File: src/rtl/core/hcl_pkg.sv
`default_nettype none

package hcl_pkg;

  localparam int unsigned QueueDepth = 4;
  localparam int unsigned StepW      = 4;

  localparam logic [2:0] LineLen   = 3'd7;
  localparam logic [7:0] CharCr    = 8'h0D;
  localparam logic [7:0] CharLf    = 8'h0A;
  localparam logic [7:0] CharBs    = 8'h08;
  localparam logic [7:0] CharSpace = 8'h20;
  localparam logic [7:0] CharDel   = 8'h7F;
  localparam logic [7:0] CharHash  = 8'h23;

  // What the back end has to produce for one received byte.
  typedef enum logic [2:0] {
    KindEcho,
    KindBlink,
    KindErase,
    KindColor,
    KindError
  } kind_e;

  typedef struct packed {
    kind_e      kind;
    logic [7:0] ch;
    logic [7:0] red;
    logic [7:0] green;
    logic [7:0] blue;
  } cmd_t;

  function automatic logic is_hex(input logic [7:0] c);
    return c inside {[8'h30:8'h39], [8'h41:8'h46], [8'h61:8'h66]};
  endfunction

  function automatic logic [3:0] nibble(input logic [7:0] c);
    logic [7:0] t;
    t = 8'h00;
    case (c) inside
      [8'h30:8'h39]: t = c - 8'h30;
      [8'h41:8'h46]: t = c - 8'h37;
      [8'h61:8'h66]: t = c - 8'h57;
      default:       t = 8'h00;
    endcase
    return t[3:0];
  endfunction

  function automatic logic [7:0] err_char(input logic [2:0] idx);
    logic [7:0] c;
    case (idx)
      3'd0:    c = 8'h45;
      3'd1:    c = 8'h52;
      3'd2:    c = 8'h52;
      3'd3:    c = 8'h4F;
      3'd4:    c = 8'h52;
      3'd5:    c = CharCr;
      3'd6:    c = CharLf;
      default: c = 8'h00;
    endcase
    return c;
  endfunction

  // Index of the final result for each command kind.
  function automatic logic [StepW-1:0] last_step(input kind_e kind);
    logic [StepW-1:0] s;
    case (kind)
      KindEcho:  s = StepW'(0);
      KindBlink: s = StepW'(0);
      KindErase: s = StepW'(2);
      KindColor: s = StepW'(2);
      KindError: s = StepW'(8);
      default:   s = StepW'(0);
    endcase
    return s;
  endfunction

endpackage

`default_nettype wire

File: src/rtl/core/hcl_front.sv
`default_nettype none

// Holds the line buffer, classifies each received byte and issues one command.
module hcl_front (
  input  var logic         clk_i,
  input  var logic         rst_ni,
  input  var logic         in_valid_i,
  output var logic         in_stall_o,
  input  var logic [7:0]   rx_byte_i,
  input  var logic         q_full_i,
  output var logic         q_push_o,
  output var hcl_pkg::cmd_t q_cmd_o
);

  logic [7:0] line_q [7];
  logic [2:0] fill_q;
  logic [2:0] fill_d;

  logic accept;
  logic is_cr;
  logic del_ok;
  logic app_ok;
  logic line_ok;

  assign in_stall_o = q_full_i;
  assign accept     = in_valid_i && !q_full_i;
  assign q_push_o   = accept;

  assign is_cr  = (rx_byte_i == hcl_pkg::CharCr);
  assign del_ok = (rx_byte_i == hcl_pkg::CharDel) && (fill_q != 3'd0);
  assign app_ok = (fill_q < hcl_pkg::LineLen) &&
                  (hcl_pkg::is_hex(rx_byte_i) || (rx_byte_i == hcl_pkg::CharHash));

  always_comb begin
    line_ok = (fill_q == hcl_pkg::LineLen) && (line_q[0] == hcl_pkg::CharHash);
    for (int i = 1; i < 7; i++) begin
      if (line_q[i] == hcl_pkg::CharHash) begin
        line_ok = 1'b0;
      end
    end
  end

  always_comb begin
    q_cmd_o.ch    = rx_byte_i;
    q_cmd_o.red   = {hcl_pkg::nibble(line_q[1]), hcl_pkg::nibble(line_q[2])};
    q_cmd_o.green = {hcl_pkg::nibble(line_q[3]), hcl_pkg::nibble(line_q[4])};
    q_cmd_o.blue  = {hcl_pkg::nibble(line_q[5]), hcl_pkg::nibble(line_q[6])};
    fill_d        = fill_q;
    if (is_cr) begin
      q_cmd_o.kind = line_ok ? hcl_pkg::KindColor : hcl_pkg::KindError;
      fill_d       = 3'd0;
    end else if (del_ok) begin
      q_cmd_o.kind = hcl_pkg::KindErase;
      fill_d       = fill_q - 3'd1;
    end else if (app_ok) begin
      q_cmd_o.kind = hcl_pkg::KindEcho;
      fill_d       = fill_q + 3'd1;
    end else begin
      q_cmd_o.kind = hcl_pkg::KindBlink;
    end
  end

  always_ff @(posedge clk_i or negedge rst_ni) begin
    if (!rst_ni) begin
      fill_q <= 3'd0;
    end else if (accept) begin
      fill_q <= fill_d;
    end
  end

  // Characters past the fill count never affect a result, so the buffer needs no reset.
  always_ff @(posedge clk_i) begin
    if (accept && !is_cr && !del_ok && app_ok) begin
      line_q[fill_q] <= rx_byte_i;
    end
  end

endmodule

`default_nettype wire

File: src/rtl/core/hcl_fifo.sv
`default_nettype none

// Short command queue between the front and back ends.
module hcl_fifo #(
  parameter int unsigned Depth = hcl_pkg::QueueDepth
) (
  input  var logic          clk_i,
  input  var logic          rst_ni,
  input  var logic          push_i,
  input  var hcl_pkg::cmd_t push_cmd_i,
  output var logic          full_o,
  input  var logic          pop_i,
  output var logic          valid_o,
  output var hcl_pkg::cmd_t pop_cmd_o
);

  localparam int unsigned PtrW = (Depth > 1) ? $clog2(Depth) : 1;
  localparam int unsigned CntW = $clog2(Depth + 1);

  hcl_pkg::cmd_t    mem_q [Depth];
  logic [PtrW-1:0]  wr_ptr_q;
  logic [PtrW-1:0]  rd_ptr_q;
  logic [CntW-1:0]  count_q;

  assign full_o    = (count_q == CntW'(Depth));
  assign valid_o   = (count_q != '0);
  assign pop_cmd_o = mem_q[rd_ptr_q];

  always_ff @(posedge clk_i or negedge rst_ni) begin
    if (!rst_ni) begin
      wr_ptr_q <= '0;
      rd_ptr_q <= '0;
      count_q  <= '0;
    end else begin
      if (push_i) begin
        wr_ptr_q <= (wr_ptr_q == PtrW'(Depth - 1)) ? '0 : wr_ptr_q + PtrW'(1);
      end
      if (pop_i) begin
        rd_ptr_q <= (rd_ptr_q == PtrW'(Depth - 1)) ? '0 : rd_ptr_q + PtrW'(1);
      end
      if (push_i && !pop_i) begin
        count_q <= count_q + CntW'(1);
      end else if (pop_i && !push_i) begin
        count_q <= count_q - CntW'(1);
      end
    end
  end

  always_ff @(posedge clk_i) begin
    if (push_i) begin
      mem_q[wr_ptr_q] <= push_cmd_i;
    end
  end

endmodule

`default_nettype wire

File: src/rtl/core/hcl_back.sv
`default_nettype none

// Expands one command into its sequence of result transfers.
module hcl_back (
  input  var logic          clk_i,
  input  var logic          rst_ni,
  input  var logic          q_valid_i,
  input  var hcl_pkg::cmd_t q_cmd_i,
  output var logic          q_pop_o,
  output var logic          out_valid_o,
  input  var logic          out_stall_i,
  output var logic          tx_valid_o,
  output var logic [7:0]    tx_char_o,
  output var logic          error_blink_o,
  output var logic          color_valid_o,
  output var logic [7:0]    red_o,
  output var logic [7:0]    green_o,
  output var logic [7:0]    blue_o,
  output var logic          last_o
);

  hcl_pkg::cmd_t              cmd_q;
  logic [hcl_pkg::StepW-1:0]  step_q;
  logic [2:0]                 err_idx;
  logic                       busy_q;
  logic                       out_accept;

  assign out_valid_o = busy_q;
  assign out_accept  = busy_q && !out_stall_i;
  assign last_o      = (step_q == hcl_pkg::last_step(cmd_q.kind));
  assign q_pop_o     = q_valid_i && (!busy_q || (out_accept && last_o));
  assign err_idx     = step_q[2:0] - 3'd2;

  always_comb begin
    tx_valid_o    = 1'b0;
    tx_char_o     = 8'h00;
    error_blink_o = 1'b0;
    color_valid_o = 1'b0;
    red_o         = 8'h00;
    green_o       = 8'h00;
    blue_o        = 8'h00;
    case (cmd_q.kind)
      hcl_pkg::KindEcho: begin
        tx_valid_o = 1'b1;
        tx_char_o  = cmd_q.ch;
      end
      hcl_pkg::KindBlink: begin
        error_blink_o = 1'b1;
      end
      hcl_pkg::KindErase: begin
        tx_valid_o = 1'b1;
        tx_char_o  = (step_q == hcl_pkg::StepW'(1)) ? hcl_pkg::CharSpace : hcl_pkg::CharBs;
      end
      hcl_pkg::KindColor: begin
        if (step_q == hcl_pkg::StepW'(0)) begin
          tx_valid_o = 1'b1;
          tx_char_o  = hcl_pkg::CharCr;
        end else if (step_q == hcl_pkg::StepW'(1)) begin
          tx_valid_o = 1'b1;
          tx_char_o  = hcl_pkg::CharLf;
        end else begin
          color_valid_o = 1'b1;
          red_o         = cmd_q.red;
          green_o       = cmd_q.green;
          blue_o        = cmd_q.blue;
        end
      end
      hcl_pkg::KindError: begin
        tx_valid_o = 1'b1;
        if (step_q == hcl_pkg::StepW'(0)) begin
          tx_char_o = hcl_pkg::CharCr;
        end else if (step_q == hcl_pkg::StepW'(1)) begin
          tx_char_o = hcl_pkg::CharLf;
        end else begin
          tx_char_o = hcl_pkg::err_char(err_idx);
        end
      end
      default: begin
        tx_valid_o = 1'b0;
      end
    endcase
  end

  always_ff @(posedge clk_i or negedge rst_ni) begin
    if (!rst_ni) begin
      busy_q <= 1'b0;
      step_q <= '0;
    end else if (q_pop_o) begin
      busy_q <= 1'b1;
      step_q <= '0;
    end else if (out_accept) begin
      if (last_o) begin
        busy_q <= 1'b0;
      end else begin
        step_q <= step_q + hcl_pkg::StepW'(1);
      end
    end
  end

  always_ff @(posedge clk_i) begin
    if (q_pop_o) begin
      cmd_q <= q_cmd_i;
    end
  end

endmodule

`default_nettype wire

File: src/rtl/core/hex_color_line_parser.sv
// Each byte's command is written into the queue and then loaded into the back end's
// command register, from which its first result is offered.
// Throughput: the front end takes one byte per cycle while the command queue has room;
// the back end issues one result per cycle while out_stall_i is low, 1 to 9 per byte
// (9 for a rejected line), so the sustained rate is set by the back end's result sequencer.
// Reset: asynchronous, active low; clears the fill count, the queue and the sequencer.
`default_nettype none

module hex_color_line_parser #(
  parameter int unsigned QueueDepth = hcl_pkg::QueueDepth
) (
  input  var logic       clk_i,
  input  var logic       rst_ni,
  input  var logic       in_valid_i,
  output var logic       in_stall_o,
  input  var logic [7:0] rx_byte_i,
  output var logic       out_valid_o,
  input  var logic       out_stall_i,
  output var logic       tx_valid_o,
  output var logic [7:0] tx_char_o,
  output var logic       error_blink_o,
  output var logic       color_valid_o,
  output var logic [7:0] red_o,
  output var logic [7:0] green_o,
  output var logic [7:0] blue_o,
  output var logic       last_o
);

  // The front end classifies every byte and updates the line at once, so the
  // next byte can be taken in the following cycle if the queue is not full.
  // Each byte becomes one command in the queue. The line buffer is not reset.
  logic          push;
  logic          full;
  logic          pop;
  logic          q_valid;
  hcl_pkg::cmd_t push_cmd;
  hcl_pkg::cmd_t pop_cmd;

  hcl_front u_front (
    .clk_i      (clk_i),
    .rst_ni     (rst_ni),
    .in_valid_i (in_valid_i),
    .in_stall_o (in_stall_o),
    .rx_byte_i  (rx_byte_i),
    .q_full_i   (full),
    .q_push_o   (push),
    .q_cmd_o    (push_cmd)
  );

  // The queue lets the front keep taking bytes while the back end stalls, until it fills.
  hcl_fifo #(
    .Depth (QueueDepth)
  ) u_fifo (
    .clk_i      (clk_i),
    .rst_ni     (rst_ni),
    .push_i     (push),
    .push_cmd_i (push_cmd),
    .full_o     (full),
    .pop_i      (pop),
    .valid_o    (q_valid),
    .pop_cmd_o  (pop_cmd)
  );

  // The back end turns each command into its echo, erase, message, blink or color results,
  // loading the next command in the same cycle as the last transfer.
  hcl_back u_back (
    .clk_i         (clk_i),
    .rst_ni        (rst_ni),
    .q_valid_i     (q_valid),
    .q_cmd_i       (pop_cmd),
    .q_pop_o       (pop),
    .out_valid_o   (out_valid_o),
    .out_stall_i   (out_stall_i),
    .tx_valid_o    (tx_valid_o),
    .tx_char_o     (tx_char_o),
    .error_blink_o (error_blink_o),
    .color_valid_o (color_valid_o),
    .red_o         (red_o),
    .green_o       (green_o),
    .blue_o        (blue_o),
    .last_o        (last_o)
  );

endmodule

`default_nettype wire

File: config.mk
export PLATFORM = sky130hd
export DESIGN_NAME = hex_color_line_parser
export DESIGN_NICKNAME = d
export VERILOG_FILES = /design/src/rtl/core/hcl_pkg.sv /design/src/rtl/core/hcl_front.sv /design/src/rtl/core/hcl_fifo.sv /design/src/rtl/core/hcl_back.sv /design/src/rtl/core/hex_color_line_parser.sv
export SDC_FILE = /design/constraint.sdc
export NUM_CORES = 1
export LEC_CHECK = 0
export BUFFER_PORTS_ARGS = -buffer_cell sky130_fd_sc_hd__buf_2
export CAP_MARGIN = 15
export CORE_ASPECT_RATIO = 1.2
export CORE_UTILIZATION = 55
export DETAILED_ROUTE_END_ITERATION = 10
export MAX_ROUTING_LAYER = met4
export PLACE_DENSITY = 0.77
export SKIP_LAST_GASP = 1
export SLEW_MARGIN = 20
export SYNTH_ARGS = -nofsm -noshare
export SYNTH_HDL_FRONTEND = slang
export SYNTH_SLANG_ARGS = --single-unit
File: constraint.sdc
create_clock -name clk_i -period 3.4 [get_ports clk_i]
set_clock_uncertainty 0.05 [all_clocks]
set_input_delay 0 -clock clk_i [delete_from_list [all_inputs] [get_ports clk_i]]
set_output_delay 0 -clock clk_i [all_outputs]
set_load 0.02 [all_outputs]
==> results of run 1 <==
==> kinds of logic after synthesis <==
kind of cell	Yosys count	synth area share [%]
buffers and inverters	56	2.108
XOR/XNOR	4	0.3298
adder cells (fa/ha/maj)	37	4.498
flip-flops	246	68.82
AO/OA/AOI/OAI	98	6.771
AND/OR/NAND/NOR	165	8.761
multiplexers	47	8.714
==> state kept, by name, indices dropped and copies added, names as in the netlist <==
signal	cells
u_front.line_q	56
u_front.fill_q	3
u_fifo.count_q	3
u_fifo.mem_q	140
u_fifo.wr_ptr_q	2
u_back.out_valid_o	1
u_back.cmd_q	35
u_fifo.rd_ptr_q	2
u_back.step_q	4
==> cell usage after synthesis (6+ instances only) <==
master,count
mux2_2,6
o22a_1,6
nand3b_1,6
nor2_1,35
a21oi_1,11
ha_1,35
nor3b_1,12
mux4_2,35
nand2_1,22
a21o_1,7
edfxtp_1,231
a311oi_1,6
dfrtp_1,15
a22o_1,12
nor3_1,18
a31oi_1,10
o21ai_0,24
and3_1,10
and2_1,27
inv_1,37
clkbuf_1,13
==> report_power, final <==
| group | leakage [nW] | internal [mW] | switching, mW |
|---|---|---|---|
| Sequential | 2.31 | 3.97 | 0.264 |
| Combinational | 1.72 | 0.896 | 1.16 |
| Clock | 0.377 | 1.47 | 1.13 |
==> how the worst min path moves through the flow <==
stage               slack (ns)  depth (start not counted)                  to         from
detailed placement       -0.10                          1  u_fifo.wr_ptr_q[1]       rst_ni
floorplan                -0.35                          0  u_back.out_valid_o       rst_ni
CTS                       0.37                          4  u_back.out_valid_o  out_stall_i
finish                    0.36                          3    u_back.step_q[1]  out_stall_i
global placement         -0.12                          1  u_fifo.wr_ptr_q[1]       rst_ni
global route              0.39                          3    u_back.step_q[1]  out_stall_i
==> metal layers <==
layer | global-route usage, % | routed length (µm)
met5 | - | 0
met1 | 28.41 | 8230
met2 | 37.50 | 10600
met4 | 6.723 | 448
met3 | 2.560 | 1273
==> layout make-up <==
class                           instances  area [µm²]  share of cell area [%]
Multi-Input combinational cell        351        3092                   25.51
Clock inverter                         17       173.9                   1.435
Timing Repair Buffer                   73       467.9                   3.862
Tap cell                              256       320.3                   2.643
Clock buffer                           27       611.8                   5.049
Sequential cell                       246        7313                   60.35
Inverter                               37       138.9                   1.146
==> through the flow <==
stage / TNS [ns] / instances / hold WS, ns / power (mW) / setup slack [ns]
2_1_floorplan: -0.01569 / 653 / -0.3456 / 5.710 / -0.01569
3_3_place_gp: 0 / 951 / -0.1172 / 6.229 / 0.7301
3_5_place_dp: 0 / 951 / -0.1040 / 6.347 / 0.6697
4_1_cts: 0 / 1007 / 0.3661 / 8.950 / 0.6445
5_1_grt: 0 / 1007 / 0.3937 / 9.270 / 0.4526
6_report: 0 / 1007 / 0.3585 / 8.885 / 0.6470
==> worst reg2reg max path, cell delays in order (launching register included) <==
cell	delay (ns)
edfxtp_1	0.58
nand2b_1	0.25
a221oi_2	0.30
o21ai_2	0.16
o31ai_4	0.28
inv_1	0.09
ha_2	0.19
inv_1	0.06
fa_1	0.41
mux2_2	0.27
==> impl_metrics.ini, run 1 <==
[floorplanning]
core_area_um2 = 18920
die_area_um2 = 19880
row_count = 55
io_pins = 50
die_h_um = 154.3
fp.dieW_um = 128.9
initial_core_util_pct = 56.15

[clock_tree]
cts_tree = done
root_buffer = clkbuf_16
clk_path_buf_depth = 3
cts_resized = 0
clock_latency_ns = 0.51
cts_hold_buf = 12
htree_num_levels = 1
postCtsSetupBuffers = 0
numCtsBuffers = 24
clkTransAtPathRegs_ns = 0.06
clock_sinks = 246

[critical_path]
crit_path_top_delay_cell = edfxtp_1
critPathBufInv = 2
cpMostUsedCell = inv_1
cp_slowest_stage_delay_ns = 0.58
critical_path.endpoint = u_fifo.count_q[1]
worstPathRequired_ns = 3.75
rr_endpoint = u_fifo.count_q[1]
critPathTopFamily = compound AO/OA/AOI/OAI gates
cp-startpoint = u_back.cmd_q[34]
crit_chain = nand2b_1 -> a221oi_2 -> o21ai_2 -> o31ai_4 -> inv_1 -> ha_2 -> inv_1 -> fa_1 -> mux2_2
critical_path_class = register to register
cp.depth = 9
start_kind = register
path_max_fanout = 17
cp-end-kind = register
worst_r2r_path_depth = 9
worstPathArrival_ns = 3.10
r2r_slack_ns = 0.65
reg2reg_from = u_back.cmd_q[34]

[timing]
worst_pin_slew_ns = 0.7952
hold_viol = 0
period_needed_ns = 2.753
fmax_ghz = 0.3632
rsz0062_at_grt = false
max_slew_margin_pct = 46.29
finalSetupViolations = 0
fin_crit_sh_pct = 80.97
finalMaxSlewViolations = 0

[finish]
layout_commonest_cell = edfxtp_1
fill_cells = 1281
drive_above_1_share_pct = 20.77
layout_common_cells = 231 x edfxtp_1, 49 x buf_2, 37 x inv_1
nets = 782
syn2layout_area_growth_pct = 14.05
postLayoutCoreUtil_pct = 64.03
insertedDiodeCount = 0
postLayoutCellArea_um2 = 12120

[route]
viasPerCell = 5.951
drt-initial-drc-count = 630
ant_nets = 0
wl_per_cell_um = 20.41
vias = 5993
dr.pass1.iters = 5
route.detailed.drc = 0
totalWireLength_um = 20550

[logic_synthesis]
yosys.area.top_type = edfxtp_1
yosysSeqAreaShare_pct = 68.82
synth_area_leaders = edfxtp_1 65%, mux4_2 7.4%, ha_1 4.1%, dfrtp_1 3.5%, and2_1 1.6%
netlist_area_um2 = 10630
yosysWarningCount = 0
synthFlopType = edfxtp_1
yosysUniqueCellTypes = 62
async_flop_share_pct = 6.098
synth_top_area_share_pct = 65.28
syn-num-nets = 702
synth_edf_count = 231
syn_inst = 653
syn_avg_cell_area_um2 = 16.27
ys_ff_latch = 246

[grt]
grt_overflow_total = 0
antenna_found_initial = 0
grt_first_pass_wirelength_um = 32370
grtUsageTotal_pct = 22.22
grt_pass1_vias = 6093
grt_max_degree = 39

[place]
numPortBuffers = 49
finalWeightedCongestion = 0.9297
dpl-instance-area_um2 = 11210
dpl.hpwl_um = 12730

[run]
maxCapViolCount = 0

[power]
ir_worst_vdd_uv = 501.8
powerDensity_nw_per_um2 = 733.2
leakage_nw = 4.405

[min_path]
hp-class = input pin to register

[status]
status = finished, final reports clean
Note: power is estimated with default switching activity, not from simulation.
==> run 2: changes to the inputs <==
Clock period 3.4 ns to 2.5 ns, I/O delays scaled along.
==> impl_metrics.ini, run 2 (synthesis results as in run 1) <==
[finish]
ff_latch_area_um2 = 7315
nets = 805
insertedDiodeCount = 0
syn2layout_area_growth_pct = 15.84
drive_above_1_share_pct = 23.45
top_regs = u_fifo.mem_q: 140 flops, u_front.line_q: 56 flops, u_back.cmd_q: 35 flops
layout_commonest_cell = edfxtp_1
layout_common_cells = 231 x edfxtp_1, 49 x buf_2, 37 x inv_1
top_register = u_fifo.mem_q
multi_input_area_um2 = 3164
final_cells = 1028
largest_reg_flops = 140
fill_cells = 1280

[status]
status = finished, final reports clean

[route]
totalWireLength_um = 20260
dr.pass1.iters = 5
drt-initial-drc-count = 572
wl_per_cell_um = 19.71
viasPerCell = 5.892
vias = 6057
route.detailed.drc = 0
ant_nets = 0

[floorplanning]
die_h_um = 154.3
die_area_um2 = 19880
row_count = 55
initial_core_util_pct = 56.15
core_area_um2 = 18920
io_pins = 50
fp.dieW_um = 128.9

[grt]
grt_overflow_total = 0
grt_first_pass_wirelength_um = 31820
grt_max_degree = 39
antenna_found_initial = 0
grtUsageTotal_pct = 21.57
grt_pass1_vias = 6163

[power]
ir_worst_vdd_uv = 607.4
leakage_nw = 4.511
powerDensity_nw_per_um2 = 971.8

[timing]
period_needed_ns = 2.422
fmax_ghz = 0.4130
max_slew_margin_pct = 44.09
worst_pin_slew_ns = 0.8359
whs_ns = 0.3188
fin_crit_sh_pct = 96.86
finalSetupViolations = 0
hold_viol = 0
finalMaxSlewViolations = 0

[critical_path]
critical_path_class = register to register
critPathBufInv = 0
start_kind = register
path_max_fanout = 4
worstPathArrival_ns = 2.59
crit_chain = or4b_1 -> a41oi_1 -> o21ai_0 -> o41ai_1
cp-end-kind = register
worstPathRequired_ns = 2.67
cp_slowest_stage_delay_ns = 0.59
critPathTopFamily = compound AO/OA/AOI/OAI gates
crit_path_top_delay_cell = o41ai_1

[place]
numPortBuffers = 49
placedCellCount = 973
dpl.hpwl_um = 13170
finalWeightedCongestion = 0.9246

[clock_tree]
htree_num_levels = 1
clk_path_buf_depth = 3
numCtsBuffers = 22
cts_tree = done
clock_sinks = 246
clock_latency_ns = 0.51
clkTransAtPathRegs_ns = 0.07
root_buffer = clkbuf_16

[min_path]
hp-class = input pin to register

[run]
maxCapViolCount = 0
==> run 2: cell types whose count changed in the layout (fill, tap and decap cells not counted), moves of 2 or more <==
cell,previous run,this run
clkbuf_16,24,22
clkinv_1,0,4
nor2_1,35,33
clkinv_2,6,4
clkbuf_8,0,2
buf_4,11,34
==> run 2: cell type report <==
type                    instances  share of cell area, %
clock inverters                14                 0.9149
multi-input cells             351                  25.71
flip-flops and latches        246                  59.43
repair buffers                 98                  5.459
well taps                     256                  2.602
clock buffers                  26                  4.758
inverters                      37                  1.128
==> run 2: routing by layer <==
metal / vias to the layer above / wire length [µm] / global-route usage [%] / part of all wire, %
met2: 188 / 10530 / 37.68 / 52
met3: 42 / 956 / 2.836 / 4.7
li1: 2750 / - / - / -
met4: 0 / 368 / 5.714 / 1.8
met1: 3077 / 8405 / 26.45 / 41
met5: - / 0 / - / 0
==> run 2: repair_timing <==
item	4_1_cts	5_1_grt
hold endpoints to repair	107	0
endpoints found under the setup margin	6	27
pin swaps	3	6
hold buffers	12	0
setup buffers	1	2
resized for setup	1	13
==> run 2: metrics by stage <==
| stage | util [%] | cell area (µm²) | setup WS [ns] | TNS [ns] | total power, mW |
|---|---|---|---|---|---|
| after global routing | 65.04 | 12310 | -0.04042 | -0.04042 | 12.52 |
| after global placement | 60.19 | 11390 | 0.07710 | 0 | 8.613 |
| after CTS | 64.58 | 12220 | 0.04540 | 0 | 11.96 |
| after detailed placement | 60.19 | 11390 | 0.01383 | 0 | 8.724 |
| final | 65.04 | 12310 | 0.07843 | 0 | 11.96 |
| after floorplan | - | 10630 | -0.9157 | -7.724 | 7.766 |
==> run 2: worst reg2reg max path: stages, from the launching register on <==
cell and delay (ns):
edfxtp_1 0.44, or4b_1 0.56, a41oi_1 0.31, o21ai_0 0.19, o41ai_1 0.59
==> run 2: worst paths after layout <==
path | from | end | slack, ns | depth (start not counted)
worst max-delay path | u_front.line_q[4][4] | u_fifo.mem_q[3][10] | 0.08 | 4
worst min-delay path | rx_byte_i[0] | u_fifo.mem_q[1][24] | 0.32 | 2
worst max register to register | u_front.line_q[4][4] | u_fifo.mem_q[3][10] | 0.08 | 4
worst min register to register | u_fifo.count_q[2] | u_fifo.count_q[2] | 0.44 | 1
max in group asynchronous | rst_ni | u_back.step_q[1] | 1.18 | 3
min in group asynchronous | rst_ni | u_front.fill_q[1] | 0.63 | 3
==> run 2: report_power, final <==
group	switching, mW	internal (mW)	leakage [nW]
logic	1.68	1.39	1.87
registers	0.294	5.39	2.31
clock network	1.42	1.79	0.335
